<file path="config.mk">
export PLATFORM = sky130hd
export DESIGN_NAME = pds_mul
export DESIGN_NICKNAME = d
export VERILOG_FILES = /design/src/design/assert_macros.svh /design/src/design/pds_pkg.sv /design/src/design/pds_mul.sv
export SDC_FILE = /design/constraint.sdc
export NUM_CORES = 2
export LEC_CHECK = 0
export BUFFER_PORTS_ARGS = -buffer_cell sky130_fd_sc_hd__buf_2
export CORE_ASPECT_RATIO = 0.7
export CORE_MARGIN = 8
export CORE_UTILIZATION = 43
export CTS_CLUSTER_SIZE = 14
export DETAILED_ROUTE_END_ITERATION = 10
export SLEW_MARGIN = 0
export SYNTH_ARGS = -nofsm -noshare
export SYNTH_HDL_FRONTEND = slang
export SYNTH_SLANG_ARGS = --single-unit
</file>
<file path="constraint.sdc">
create_clock -name clk -period 17 [get_ports clk]
set_input_delay 2.55 -clock clk [delete_from_list [all_inputs] [get_ports clk]]
set_output_delay 2.55 -clock clk [all_outputs]
set_load 0.005 [all_outputs]
</file>
<file path="src/design/assert_macros.svh">
// Assertion macros for the design files; only the solver unit includes them
`ifndef ASSERT_MACROS_SVH
`define ASSERT_MACROS_SVH

// Same-cycle implication, checked on the rising edge of clk outside reset
`define PDS_ASSERT_SAME(label, ante, cons, msg) \
  label: assert property (@(posedge clk) disable iff (!rst_n) (ante) |-> (cons)) \
    else $error(msg);

// Next-cycle implication
`define PDS_ASSERT_NEXT(label, ante, cons, msg) \
  label: assert property (@(posedge clk) disable iff (!rst_n) (ante) |=> (cons)) \
    else $error(msg);

`endif

</file>
<file path="src/design/pds_pkg.sv">
package pds_pkg;

  // Loop bounds of the divider search
  localparam int DIVIDER_MAX_DEF     = 32;
  localparam int VCO_DIVIDER_MAX_DEF = 6;

  // Shared multiplier and divider widths
  localparam int OPA_W  = 60;
  localparam int OPB_W  = 19;
  localparam int PROD_W = OPA_W + OPB_W;
  localparam int DVD_W  = 64;
  localparam int DVS_W  = 32;

  // PLL limits and fixed plans
  localparam logic [63:0] B_MAX      = 64'd8191;
  localparam logic [63:0] B_LIMIT    = 64'd8192;
  localparam logic [5:0]  A_MAX      = 6'd63;
  localparam logic [12:0] BYP_B      = 13'd4375;
  localparam logic [5:0]  BYP_P      = 6'd16;
  localparam logic [2:0]  BYP_PLOG   = 3'd4;
  localparam logic [13:0] BYP_R      = 14'd1000;
  localparam logic [13:0] EXT_R      = 14'd100;
  localparam logic [31:0] EXT_MIN_HZ = 32'd1000000;
  localparam logic [63:0] INT_N      = 64'd70000;

  // Result status codes
  localparam logic [1:0] ST_OK     = 2'd0;
  localparam logic [1:0] ST_LOW    = 2'd1;
  localparam logic [1:0] ST_NOPLAN = 2'd2;
  localparam logic [1:0] ST_INFEAS = 2'd3;

  // Register indexes
  localparam logic [2:0] CFG_USE_EXT = 3'd0;
  localparam logic [2:0] CFG_EXT_HZ  = 3'd1;
  localparam logic [2:0] CFG_OSC_HZ  = 3'd2;
  localparam logic [2:0] CFG_MAX_ERR = 3'd3;
  localparam logic [2:0] CFG_MIN_OUT = 3'd4;
  localparam logic [2:0] CFG_VCO_MIN = 3'd5;
  localparam logic [2:0] CFG_VCO_MAX = 3'd6;

  // Register reset values
  localparam logic [31:0] RST_EXT_HZ  = 32'd10000000;
  localparam logic [31:0] RST_OSC_HZ  = 32'd40000000;
  localparam logic [31:0] RST_MAX_ERR = 32'd0;
  localparam logic [31:0] RST_MIN_OUT = 32'd1;
  localparam logic [31:0] RST_VCO_MIN = 32'd2550000000;
  localparam logic [31:0] RST_VCO_MAX = 32'd2950000000;

endpackage

</file>
<file path="src/design/pds_mul.sv">
// Shared multiplier, product registered
module pds_mul import pds_pkg::*; (
  input  logic              clk,
  input  logic [OPA_W-1:0]  op_a,
  input  logic [OPB_W-1:0]  op_b,
  output logic [PROD_W-1:0] prod
);

  logic [PROD_W-1:0] prod_r;

  always_ff @(posedge clk) begin
    prod_r <= PROD_W'(op_a) * PROD_W'(op_b);
  end

  assign prod = prod_r;

endmodule

</file>
==> metrics <==
dominant combinational cell family by area after synthesis adder cells; total number of yosys warnings 0; share of flip-flops with an asynchronous set or reset 0%; Final ANT Viol Nets 0; Final Hold Fails 0; port bufs 158; Crit-path slowest cell sky130_fd_sc_hd__a211oi_1; logic depth of the worst path, buffers included 24; post-synthesis simple-gate area fraction 17.3%; met3 Usage GRT slightly above 10%; layout cell share with drive strength beyond 1 5.32%; TritonCTS buffer count 9; synthesized-area fraction occupied by ao, oa, aoi and oai cells 4.81%; initial antenna violation count 9; average cell area after synthesis 8.73 sq um; Largest register FFs 79; signed area change from the synthesized netlist to the final layout 4.48%; synthesized net count 5530; number of flip-flops and latches in the synthesized netlist 79; CTS resizes 0; most used flip-flop cell after synthesis sky130_fd_sc_hd__dfxtp_1; Critical Path RT 17.31 ns; kind of cell adding the most delay to the critical path adder cells; highest attainable clock frequency 0.0933 GHz; floorplan row count 90; routability congestion estimate 0.955; Clock Tree Buf Depth 2; top post-synthesis cells by area sky130_fd_sc_hd__fa_1, sky130_fd_sc_hd__inv_1, sky130_fd_sc_hd__and2_1; cell seen most often among critical-path stages sky130_fd_sc_hd__fa_1; first-pass detailed-route iteration total 7; adder-cell share of the synthesized area 58.0%; total wire length after detailed routing 116000 um; final critical delay including setup and external delays 10.72 ns; largest net degree at the start of global routing 61; setup_tns 0 ns; via count 27935; largest area contributor in the synthesized netlist sky130_fd_sc_hd__fa_1; stage delay of the slowest cell on the critical path 0.74 ns; crit path kind input port to flip-flop; max-slew violations 0; transition time of the tightest slew-check pin about 1.4 ns; Clock Pin Slew Worst Setup and Hold Paths 0.07 ns; Tightest Hold Check Type input port to flip-flop; number of stages on the worst hold path 2; via count of the first global-routing pass around 30000; Setup Viol. Count Final 0; RSZ-0062 raised after global routing no; Iter 0 DRT Violations 2449; Arrival @ worst endpoint 11.03 ns; combined area of all synthesized cells roughly 38000 sq um; nature of the critical path startpoint input port; outcome completed; Maximum Capacitance Violations 0; Routed WL per cell 21.5 um; sort of element at the end of the critical path flip-flop; HPWL after detailed placement a little over 90000 um; cell-by-cell trace of the critical path buf_2 -> buf_4 -> nand2_1 -> fa_1 -> inv_1 -> fa_1 -> inv_1 -> fa_1 -> inv_1 -> fa_1 -> fa_1 -> inv_1 -> fa_1 -> inv_1 -> ha_1 -> a21oi_1 -> o21ai_0 -> a211oi_1 -> o21ai_1 -> o2111ai_1 -> nand3_1 -> and3_1 -> or3_1 -> xor2_1; total global routing overflow 0; number of nets in the layout 5470; total buffers and inverters traversed by the critical path 7; Sink Count 79; Root Buffer Master sky130_fd_sc_hd__clkbuf_16; global-route met2 utilization 31.8%; GR Layer Usage met1 37.5%; portion of the post-synthesis area used by sequential elements 4.21%; Total Die Area 97200 sq um; initial core utilization a little over two fifths; antenna diode instance count 0; I/O pin cnt 159; mean number of vias per cell around 5.2; mux cell area share after synthesis 0%; slew margin rel. 8.11%; Worst Path Max Fanout 36; CTS tree built; global-route usage over all layers roughly 24%; post-route fraction of the period consumed by the critical path 63.1%; number of synthesized flops with an enable pin 0; top cell type's share of synthesized area 52.5%; die boundary height 263 um; number of design rule violations left after detail routing 0; Post-Synth XOR/XNOR Area 1.70%; postcts setup bufs 0; post-synthesis instance total 4301; CTS H-Tree Depth 3; Core Footprint ~86000 sq um; number of unique standard cell types used by synthesis 78; hold bufs inserted after CTS 0; layer carrying the most global-route usage met1; die boundary width 369 um; first-pass GRT wire length 181000 um
-- layout by cell type, fill, tap and decap left out, types with 4 or more instances in the layout --
| cell type | n |
|---|---|
| sky130_fd_sc_hd__buf_4 | 23 |
| sky130_fd_sc_hd__o21ai_0 | 45 |
| sky130_fd_sc_hd__o31ai_1 | 5 |
| sky130_fd_sc_hd__nor2_1 | 40 |
| sky130_fd_sc_hd__ha_1 | 164 |
| sky130_fd_sc_hd__a211oi_1 | 6 |
| sky130_fd_sc_hd__nand3_1 | 15 |
| sky130_fd_sc_hd__and3_1 | 11 |
| sky130_fd_sc_hd__a21boi_0 | 4 |
| sky130_fd_sc_hd__o21bai_1 | 16 |
| sky130_fd_sc_hd__a31oi_1 | 10 |
| sky130_fd_sc_hd__xnor2_1 | 46 |
| sky130_fd_sc_hd__dfxtp_1 | 79 |
| sky130_fd_sc_hd__inv_1 | 1129 |
| sky130_fd_sc_hd__o211ai_1 | 7 |
| sky130_fd_sc_hd__a21oi_1 | 94 |
| sky130_fd_sc_hd__fa_1 | 985 |
| sky130_fd_sc_hd__nor2b_1 | 4 |
| sky130_fd_sc_hd__and2_1 | 466 |
| sky130_fd_sc_hd__o21ai_1 | 9 |
| sky130_fd_sc_hd__nand2_1 | 738 |
| sky130_fd_sc_hd__nand4_1 | 23 |
| sky130_fd_sc_hd__xor2_1 | 27 |
| sky130_fd_sc_hd__o21a_1 | 9 |
| sky130_fd_sc_hd__clkbuf_16 | 9 |
| sky130_fd_sc_hd__nor3_1 | 13 |
| sky130_fd_sc_hd__buf_2 | 157 |
| sky130_fd_sc_hd__a21o_1 | 30 |
| sky130_fd_sc_hd__or3_1 | 5 |
-- Yosys cell counts, types with 30 or more instances --
master and n:
sky130_fd_sc_hd__inv_1 1129, sky130_fd_sc_hd__fa_1 985, sky130_fd_sc_hd__nand2_1 738, sky130_fd_sc_hd__and2_1 466
sky130_fd_sc_hd__clkbuf_1 232, sky130_fd_sc_hd__ha_1 164, sky130_fd_sc_hd__a21oi_1 94, sky130_fd_sc_hd__dfxtp_1 79
sky130_fd_sc_hd__xnor2_1 46, sky130_fd_sc_hd__o21ai_0 45, sky130_fd_sc_hd__nor2_1 40, sky130_fd_sc_hd__a21o_1 30
-- worst paths after layout --
path | startpoint | end | slack [ns]
setup / recovery | op_b[11] | prod[74] | 6.28
hold / removal | op_a[0] | prod[0] | 2.66
-- through the flow --
stage | util (%) | hold WS, ns | setup slack (ns) | std cells | cell area, sq um
final | 45.4 | 2.66 | 6.28 | 5395 | 39200
after floorplan | - | 2.68 | 8.47 | 4301 | 37500
after global placement | 45.1 | 2.93 | 6.24 | 5380 | 38900
after CTS | 45.4 | 2.63 | 6.64 | 5395 | 39200
after detailed placement | 45.1 | 2.93 | 6.19 | 5380 | 38900
after global routing | 45.4 | 2.66 | 6.07 | 5395 | 39200
-- routing by layer --
layer  wire [um]  share of wire (%)  up-vias
met5          95              0.082        -
met2       43000                 37     1370
li1            -                  -    12093
met4        1950                1.7       14
met3       16000                 14      141
met1       55100                 47    14317
-- kinds of logic (layout without fill, tap and decap cells) --
kind of cell             count (synthesis)  count (layout)
AO/OA/AOI/OAI                          276             276
XOR/XNOR                                73              73
adder cells (fa/ha/maj)               1149            1149
buffers and inverters                 1380            1324
flip-flops                              79              79
AND/OR/NAND/NOR                       1344            1344
-- layout make-up --
class | instances | area, sq um
clock buffers | 9 | 225
clock inverters | 6 | 86.3
fillers | 8488 | 47100
inverters | 1129 | 4240
multi-input cells | 2842 | 30700
flip-flops and latches | 79 | 1580
well taps | 1150 | 1440
repair buffers | 180 | 958
Power is not shown: default switching activity piles up to over one toggle a cycle in this logic, so the estimate is an artifact.
