$ cat config.mk
export PLATFORM = sky130hd
export DESIGN_NAME = pds_div
export DESIGN_NICKNAME = d
export VERILOG_FILES = /design/src/design/assert_macros.svh /design/src/design/pds_pkg.sv /design/src/design/pds_div.sv
export SDC_FILE = /design/constraint.sdc
export NUM_CORES = 1
export LEC_CHECK = 0
export ABC_AREA = 0
export BUFFER_PORTS_ARGS = -buffer_cell sky130_fd_sc_hd__buf_2
export CORE_AREA = 4 4 144 146
export CTS_CLUSTER_DIAMETER = 100
export CTS_CLUSTER_SIZE = 25
export DETAILED_ROUTE_END_ITERATION = 10
export DIE_AREA = 0 0 148 150
export PLACE_DENSITY_LB_ADDON = 0.25
export SETUP_SLACK_MARGIN = 0.2
export SYNTH_ARGS = -nofsm -noshare
export SYNTH_HDL_FRONTEND = slang
export SYNTH_SLANG_ARGS = --single-unit
export TNS_END_PERCENT = 20
$ cat constraint.sdc
create_clock -name clk -period 4.4 [get_ports clk]
set_clock_uncertainty 0.05 [all_clocks]
set_input_delay 0.22 -clock clk [delete_from_list [all_inputs] [get_ports clk]]
set_output_delay 0.22 -clock clk [all_outputs]
set_load 0.01 [all_outputs]
$ cat src/design/assert_macros.svh
// Assertion macros for the design files; only the solver unit includes them
`ifndef ASSERT_MACROS_SVH
`define ASSERT_MACROS_SVH

// Same-cycle implication, checked on the rising edge of clk outside reset
`define PDS_ASSERT_SAME(label, ante, cons, msg) \
  label: assert property (@(posedge clk) disable iff (!rst_n) (ante) |-> (cons)) \
    else $error(msg);

// Next-cycle implication
`define PDS_ASSERT_NEXT(label, ante, cons, msg) \
  label: assert property (@(posedge clk) disable iff (!rst_n) (ante) |=> (cons)) \
    else $error(msg);

`endif

$ cat src/design/pds_pkg.sv
package pds_pkg;

  // Loop bounds of the divider search
  localparam int DIVIDER_MAX_DEF     = 32;
  localparam int VCO_DIVIDER_MAX_DEF = 6;

  // Shared multiplier and divider widths
  localparam int OPA_W  = 60;
  localparam int OPB_W  = 19;
  localparam int PROD_W = OPA_W + OPB_W;
  localparam int DVD_W  = 64;
  localparam int DVS_W  = 32;

  // PLL limits and fixed plans
  localparam logic [63:0] B_MAX      = 64'd8191;
  localparam logic [63:0] B_LIMIT    = 64'd8192;
  localparam logic [5:0]  A_MAX      = 6'd63;
  localparam logic [12:0] BYP_B      = 13'd4375;
  localparam logic [5:0]  BYP_P      = 6'd16;
  localparam logic [2:0]  BYP_PLOG   = 3'd4;
  localparam logic [13:0] BYP_R      = 14'd1000;
  localparam logic [13:0] EXT_R      = 14'd100;
  localparam logic [31:0] EXT_MIN_HZ = 32'd1000000;
  localparam logic [63:0] INT_N      = 64'd70000;

  // Result status codes
  localparam logic [1:0] ST_OK     = 2'd0;
  localparam logic [1:0] ST_LOW    = 2'd1;
  localparam logic [1:0] ST_NOPLAN = 2'd2;
  localparam logic [1:0] ST_INFEAS = 2'd3;

  // Register indexes
  localparam logic [2:0] CFG_USE_EXT = 3'd0;
  localparam logic [2:0] CFG_EXT_HZ  = 3'd1;
  localparam logic [2:0] CFG_OSC_HZ  = 3'd2;
  localparam logic [2:0] CFG_MAX_ERR = 3'd3;
  localparam logic [2:0] CFG_MIN_OUT = 3'd4;
  localparam logic [2:0] CFG_VCO_MIN = 3'd5;
  localparam logic [2:0] CFG_VCO_MAX = 3'd6;

  // Register reset values
  localparam logic [31:0] RST_EXT_HZ  = 32'd10000000;
  localparam logic [31:0] RST_OSC_HZ  = 32'd40000000;
  localparam logic [31:0] RST_MAX_ERR = 32'd0;
  localparam logic [31:0] RST_MIN_OUT = 32'd1;
  localparam logic [31:0] RST_VCO_MIN = 32'd2550000000;
  localparam logic [31:0] RST_VCO_MAX = 32'd2950000000;

endpackage

$ cat src/design/pds_div.sv
// Restoring divider, one quotient bit a cycle
module pds_div import pds_pkg::*; (
  input  logic             clk,
  input  logic             rst_n,
  input  logic             start,
  input  logic [DVD_W-1:0] dividend,
  input  logic [DVS_W-1:0] divisor,
  output logic             done,
  output logic [DVD_W-1:0] quotient,
  output logic [DVS_W-1:0] remainder
);

  localparam int CNT_W = $clog2(DVD_W + 1);

  logic [CNT_W-1:0] cnt_r;
  logic             busy_r;
  logic             done_r;
  logic [DVD_W-1:0] quo_r;
  logic [DVS_W-1:0] rem_r;
  logic [DVS_W-1:0] dvs_r;
  logic [DVS_W:0]   rem_sh;
  logic             fits;

  // trial subtract
  assign rem_sh = {rem_r, quo_r[DVD_W-1]};
  assign fits   = rem_sh >= {1'b0, dvs_r};

  always_ff @(posedge clk) begin
    if (!rst_n) begin
      busy_r <= 1'b0;
      done_r <= 1'b0;
      cnt_r  <= '0;
    end else begin
      // pulse after the last quotient bit
      done_r <= busy_r && !start && (cnt_r == CNT_W'(1));
      if (start) begin
        busy_r <= 1'b1;
        cnt_r  <= CNT_W'(DVD_W);
        quo_r  <= dividend;
        rem_r  <= '0;
        dvs_r  <= divisor;
      end else if (busy_r) begin
        quo_r <= {quo_r[DVD_W-2:0], fits};
        rem_r <= fits ? DVS_W'(rem_sh - {1'b0, dvs_r}) : rem_sh[DVS_W-1:0];
        cnt_r <= cnt_r - CNT_W'(1);
        if (cnt_r == CNT_W'(1)) begin
          busy_r <= 1'b0;
        end
      end
    end
  end

  assign done      = done_r;
  assign quotient  = quo_r;
  assign remainder = rem_r;

endmodule

==> flow_summary.ini, run 1 <==
[layout]
design_area_sq_mm = 0.00973
nNetsFinal = 1002
fin_util = 0.502
antenna_cells = 0
final_common_cell = buf_2
drive_gt1_frac = 0.369
layout_common_cells = buf_2, edfxtp_1, mux2_2
syn2layout_area_growth_pct = 27.2

[logic_synthesis]
ys_warn_count = 0
synth_edf_count = 128
synth_xor_area_frac = 0.0344
avgSynthCellArea_sq_um = 11.9
synth_top_family_by_area = compound AO/OA/AOI/OAI gates
muxShareOfSynthArea = 0.0942
ys_ff_latch = 137
seq_area_frac_synth = 0.526
synthAdderAreaFrac = 0.0582
synth_compound_gate_area_share = 0.147
synth-simple-area-share = 0.0947
syn_inst = 643
ys.flop_type = edfxtp_1
async_flop_share = 0
ys_types = 69
netlist_area_sq_mm = 0.00765
synth.net_count = 777

[cts]
numCtsBuffers = 17
clock_tree.root_cell = clkbuf_16
cts_resized = 0
clock_path_buffers = 2
numClockSinks = 137
postCtsSetupRepairBufs = 0
clock_latency_ns = 0.44
h-tree-depth = 4
path_clk_slew_ns = 0.07
cts_tree = done

[routing]
drt_pass1_iterations = 5
avgRoutedWirePerCell_um = 17.7
drt_iter0_drc = 270
viasPerCell = 5.09
routed_wl_um = 20300
ant_nets = 0
drc = 0
vias = 5834

[critical_path]
worst_setup_path_start_kind = register
cp-end-kind = register
arrival_ns = 3.19
crit_required_ns = 4.53
path_class = reg -> reg
worstPathMaxFanout = 13

[grt]
antenna_found_initial = 0
grt_max_degree = 65
grt_pass1_wl_um = 32000
grt_usage = 0.183
grt-ovfl-total = 0
grt_pass1_vias = 6196

[floorplanning]
ios = 196
die-area_sq_mm = 0.0222
dieWidth_um = 148
die_h_um = 150
core_sq_mm = 0.0194
initial_core_util = 0.394
std_cell_rows = 51

[timing]
hold_viol = 0
fmax_mhz = 326
worst_slew_pin_slew_ns = 0.890
setup_viol = 0
setup_ws_ns = 1.33
timing.hold.ws_ns = 0.0309
rsz0062_at_grt = no
period_minus_slack_ns = 3.07
slew_headroom = 0.407
setup_tns_ns = 0
layout_worst_path_cycle_share = 0.697
slew_violations = 0

[placed_design]
portBuffers = 195
dp_slack_ns = 1.37
placed_area_sq_mm = 0.00883
place_congestion = 0.879
dp.final_hpwl_um = 14800

[power_and_ir_drop]
peakVddDrop_mv = 0.251
power.density_mw_per_mm2 = 407
leakagePower_uw = 0.00405

[run_status]
status = complete, no violations

[min_path]
hold_class = in -> reg

[flow_run]
cap_violations = 0
-- synthesized netlist by cell type (2+ instances only) --
master     instances  area (sq um)
o21ai_2            2          17.5
nand4_1            6          37.5
nand2b_1           5          31.3
a21oi_2            4          35.0
nor2_1            30           113
o21a_1             6          45.0
nand3_1           28           140
o211ai_2           3          37.5
xnor2_1           17           149
a21boi_0           2          15.0
dfxtp_1            9           180
ha_1              34           425
edfxtp_1         128          3840
a41o_1             2          20.0
o21bai_1           2          15.0
a211o_1            4          35.0
a21boi_1           2          15.0
o21ai_0           13          65.1
nand2_1           33           124
buf_2              5          25.0
nor3_1            13          65.1
clkbuf_1          13          48.8
o211ai_1           3          22.5
a211oi_2           5          62.6
buf_6              8          90.1
or3_1              5          31.3
a21oi_1           53           265
a21o_1            17           128
inv_1             40           150
o2bb2ai_1          2          17.5
nor2b_1            2          12.5
xor2_1            13           114
a211oi_1           8          60.1
o21ai_1           23           115
a31oi_1            2          12.5
o31ai_1            2          15.0
and2_1             2          12.5
and3_1             2          12.5
mux2_2            64           721
buf_4              2          15.0
-- routing by layer --
metal / up-vias / wire length, um / track usage
met5: - / 0 / 0
met4: 0 / 221 / 0.0462
met3: 17 / 1730 / 0.0724
met2: 187 / 9940 / 0.314
met1: 2759 / 8410 / 0.217
li1: 2871 / - / -
-- registers in the layout, summed over array words and instances, names as in the netlist --
register / cells
dvs_r: 32
done: 1
quotient: 64
cnt_r: 7
remainder: 32
busy_r: 1
-- report_power, final --
part	total [uW]	switching [uW]	leakage (uW)	internal, uW
sequential	1620	60.3	0.00130	1560
combinational	922	523	0.00247	399
clock	1420	660	0.000284	762
total	3960	1240	0.00405	2720
-- what timing repair did --
item	4_1_cts	5_1_grt
hold buffers	32	0
setup endpoints to repair	0	0
endpoints found under the hold margin	32	0
-- worst max-delay path: stages, from the launching register on --
cell       delay (ns)
edfxtp_1         0.45
ha_1             0.40
o211ai_1         0.18
a21oi_1          0.11
o21ai_2          0.27
nand3_2          0.12
a41o_1           0.31
o21bai_4         0.34
buf_4            0.29
a21oi_1          0.12
o2bb2ai_1        0.16
-- kinds of logic (layout without fill, tap and decap cells) --
kind of cell	after synthesis	after routing
multiplexers	64	64
buffers and inverters	69	307
flip-flops	137	137
adder cells (fa/ha/maj)	35	35
AND/OR/NAND/NOR	141	141
AO/OA/AOI/OAI	167	167
XOR/XNOR	30	30
-- path summary, 6_finish.rpt --
kind                         startpoint                          end  slack [ns]  cells after the start
min reg2reg       cnt_r[6]$_SDFFE_PN0N_              done$_SDFF_PN0_        0.43                      1
min                        dividend[16]       quotient[16]$_DFFE_PP_        0.03                      2
max reg2reg  remainder[1]$_SDFFCE_PP0P_  remainder[29]$_SDFFCE_PP0P_        1.33                     10
max          remainder[1]$_SDFFCE_PP0P_  remainder[29]$_SDFFCE_PP0P_        1.33                     10
-- through the flow --
| step | cells | total power [uW] |
|---|---|---|
| 3_3_place_gp | 1082 | 2540 |
| 2_1_floorplan | 643 | 2290 |
| 5_1_grt | 1146 | 4160 |
| 3_5_place_dp | 1082 | 2540 |
| 4_1_cts | 1146 | 4010 |
| 6_report | 1146 | 3960 |
-- final cells by class --
| cell class | count | area, sq um |
|---|---|---|
| clock inverter | 14 | 149 |
| fill | 1843 | 9670 |
| timing repair buffer | 235 | 1360 |
| inverter | 40 | 150 |
| sequential | 137 | 4020 |
| multi-input combinational | 437 | 3290 |
| tap | 265 | 332 |
| clock buffer | 18 | 429 |
(Power assumes the default switching activity.)
==> run 2, diff against run 1 <==
==> constraint.sdc (replaced) <==
create_clock -name clk -period 3 [get_ports clk]
set_clock_uncertainty 0.05 [all_clocks]
set_input_delay 0.15 -clock clk [delete_from_list [all_inputs] [get_ports clk]]
set_output_delay 0.15 -clock clk [all_outputs]
set_load 0.01 [all_outputs]
==> run 2 against run 1 <==
Effect of this change:
- critical path depth stayed put
- combinational power grew 69%
- fmax is 15% higher
- first-iteration DRC count increased by 16%
- critical path type unchanged
==> flow_summary.ini, run 2 (synthesis gave the netlist of run 1 again) <==
[power_and_ir_drop]
power.density_mw_per_mm2 = 566
peakVddDrop_mv = 0.363
leakagePower_uw = 0.00441
total_power_uw = 6150

[critical_path]
critPathTopFamily = compound AO/OA/AOI/OAI gates
crit_buf_inv = 1
worstPathMaxFanout = 9
worstPathCellList = ha_1, or2b_1, a21oi_4, o21ai_4, nand3_2, a41o_1, o21ba_2, buf_4, o211ai_2, a21oi_1
cp-end-kind = register
startpoint = remainder[0]$_SDFFCE_PP0P_
crit_path_max_incr_delay_ns = 0.43
arrival_ns = 2.77
r2r-start = remainder[0]$_SDFFCE_PP0P_
cp_slowest_cell = edfxtp_1
worst_setup_path_start_kind = register
crit_required_ns = 3.10
path_class = reg -> reg

[routing]
vias = 6243
drc = 0
avgRoutedWirePerCell_um = 17.5
ant_nets = 0
viasPerCell = 5.10
drt_pass1_iterations = 5
drt_iter0_drc = 314
routed_wl_um = 21400

[floorplanning]
dieWidth_um = 148
core_sq_mm = 0.0194
die_h_um = 150
std_cell_rows = 51
initial_core_util = 0.394
die-area_sq_mm = 0.0222
ios = 196

[cts]
clock_tree.root_cell = clkbuf_16
clock_path_buffers = 2
path_clk_slew_ns = 0.07
numClockSinks = 137
numCtsBuffers = 17
cts_tree = done
clock_latency_ns = 0.42
h-tree-depth = 4

[placed_design]
place_congestion = 0.836
portBuffers = 195
placedCellCount = 1089
dp.final_hpwl_um = 15000

[layout]
n_fill_cell = 1670
largest_reg_flops = 64
layout_common_cells = buf_2, edfxtp_1, dlygate4sd3_1
final_common_cell = buf_2
antenna_cells = 0
syn2layout_area_growth_pct = 42.0
drive_gt1_frac = 0.389
nNetsFinal = 1079
final_cells = 1223
fin_util = 0.560

[timing]
setup_tns_ns = 0
timing.hold.ws_ns = 0.0349
layout_worst_path_cycle_share = 0.888
setup_viol = 0
period_minus_slack_ns = 2.66
worst_slew_pin_slew_ns = 0.503
slew_headroom = 0.660
hold_viol = 0
slew_violations = 0
rsz0062_at_grt = yes
fmax_mhz = 375

[grt]
grt_usage = 0.194
grt-ovfl-total = 0
grt_pass1_wl_um = 34000
antenna_found_initial = 0
grt_pass1_vias = 6611
grt_max_degree = 63

[min_path]
hold_path_startpoint = dividend[63]
hold_class = in -> reg

[flow_run]
cap_violations = 0

[run_status]
status = complete, no violations
-- run 2: cell count changes in the layout (fill, tap and decap cells not counted), sizes merged --
| cell | before | now |
|---|---|---|
| clkbuf | 18 | 17 |
| buf | 203 | 216 |
| dlygate4sd3 | 32 | 96 |
| bufinv | 0 | 1 |
| clkinv | 2 | 4 |
| inv | 51 | 49 |
-- run 2: layer usage --
layer	track usage	up-vias	wire, um
met1	0.234	2999	8990
met4	0.0430	0	159
met2	0.338	206	10700
met5	0	-	0
met3	0.0660	14	1570
li1	-	3024	-
-- run 2: cell type report --
class / count / area (sq um) / area share
Clock buffer: 17 / 425 / 0.0392
Clock inverter: 15 / 194 / 0.0179
Inverter: 40 / 150 / 0.0138
Multi-Input combinational cell: 437 / 3580 / 0.330
Sequential cell: 137 / 4020 / 0.371
Tap cell: 265 / 332 / 0.0305
Timing Repair Buffer: 312 / 2150 / 0.198
-- run 2: final timing paths --
check | endpoint | slack (ns) | depth (start not counted)
hold reg to reg | done$_SDFF_PN0_ | 0.45 | 1
setup / recovery | remainder[25]$_SDFFCE_PP0P_ | 0.34 | 10
setup reg to reg | remainder[25]$_SDFFCE_PP0P_ | 0.34 | 10
hold / removal | quotient[63]$_DFFE_PP_ | 0.03 | 2
-- run 2: worst register-to-register path: cells and delay by family (launching register included) --
family,cells,cell delay (ns)
compound gates,6,1.06
fa+ha+maj,1,0.33
buf+inv,1,0.18
flops,1,0.43
simple gates,2,0.33
-- run 2: metrics by stage --
stage | setup slack (ns) | cell area (sq um)
after detailed placement | 0.140 | 8930
after global routing | 0.182 | 10900
after floorplan | 0.320 | 7650
after CTS | 0.192 | 10500
after global placement | 0.188 | 8930
final | 0.336 | 10900
-- run 2: where the power goes --
group / switching, uW / leakage, uW / internal, uW
clock: 991 / 0.000300 / 1210
sequential: 102 / 0.00130 / 2280
combinational: 816 / 0.00281 / 745
-- run 2: what timing repair did --
item | 4_1_cts | 5_1_grt
gates resized for setup | 3 | 51
hold buffers | 96 | 0
cloned | 0 | 0
hold endpoints to repair | 97 | 0
endpoints found under the setup margin | 3 | 33
pin swaps | 3 | 10
buffers inserted | 1 | 5
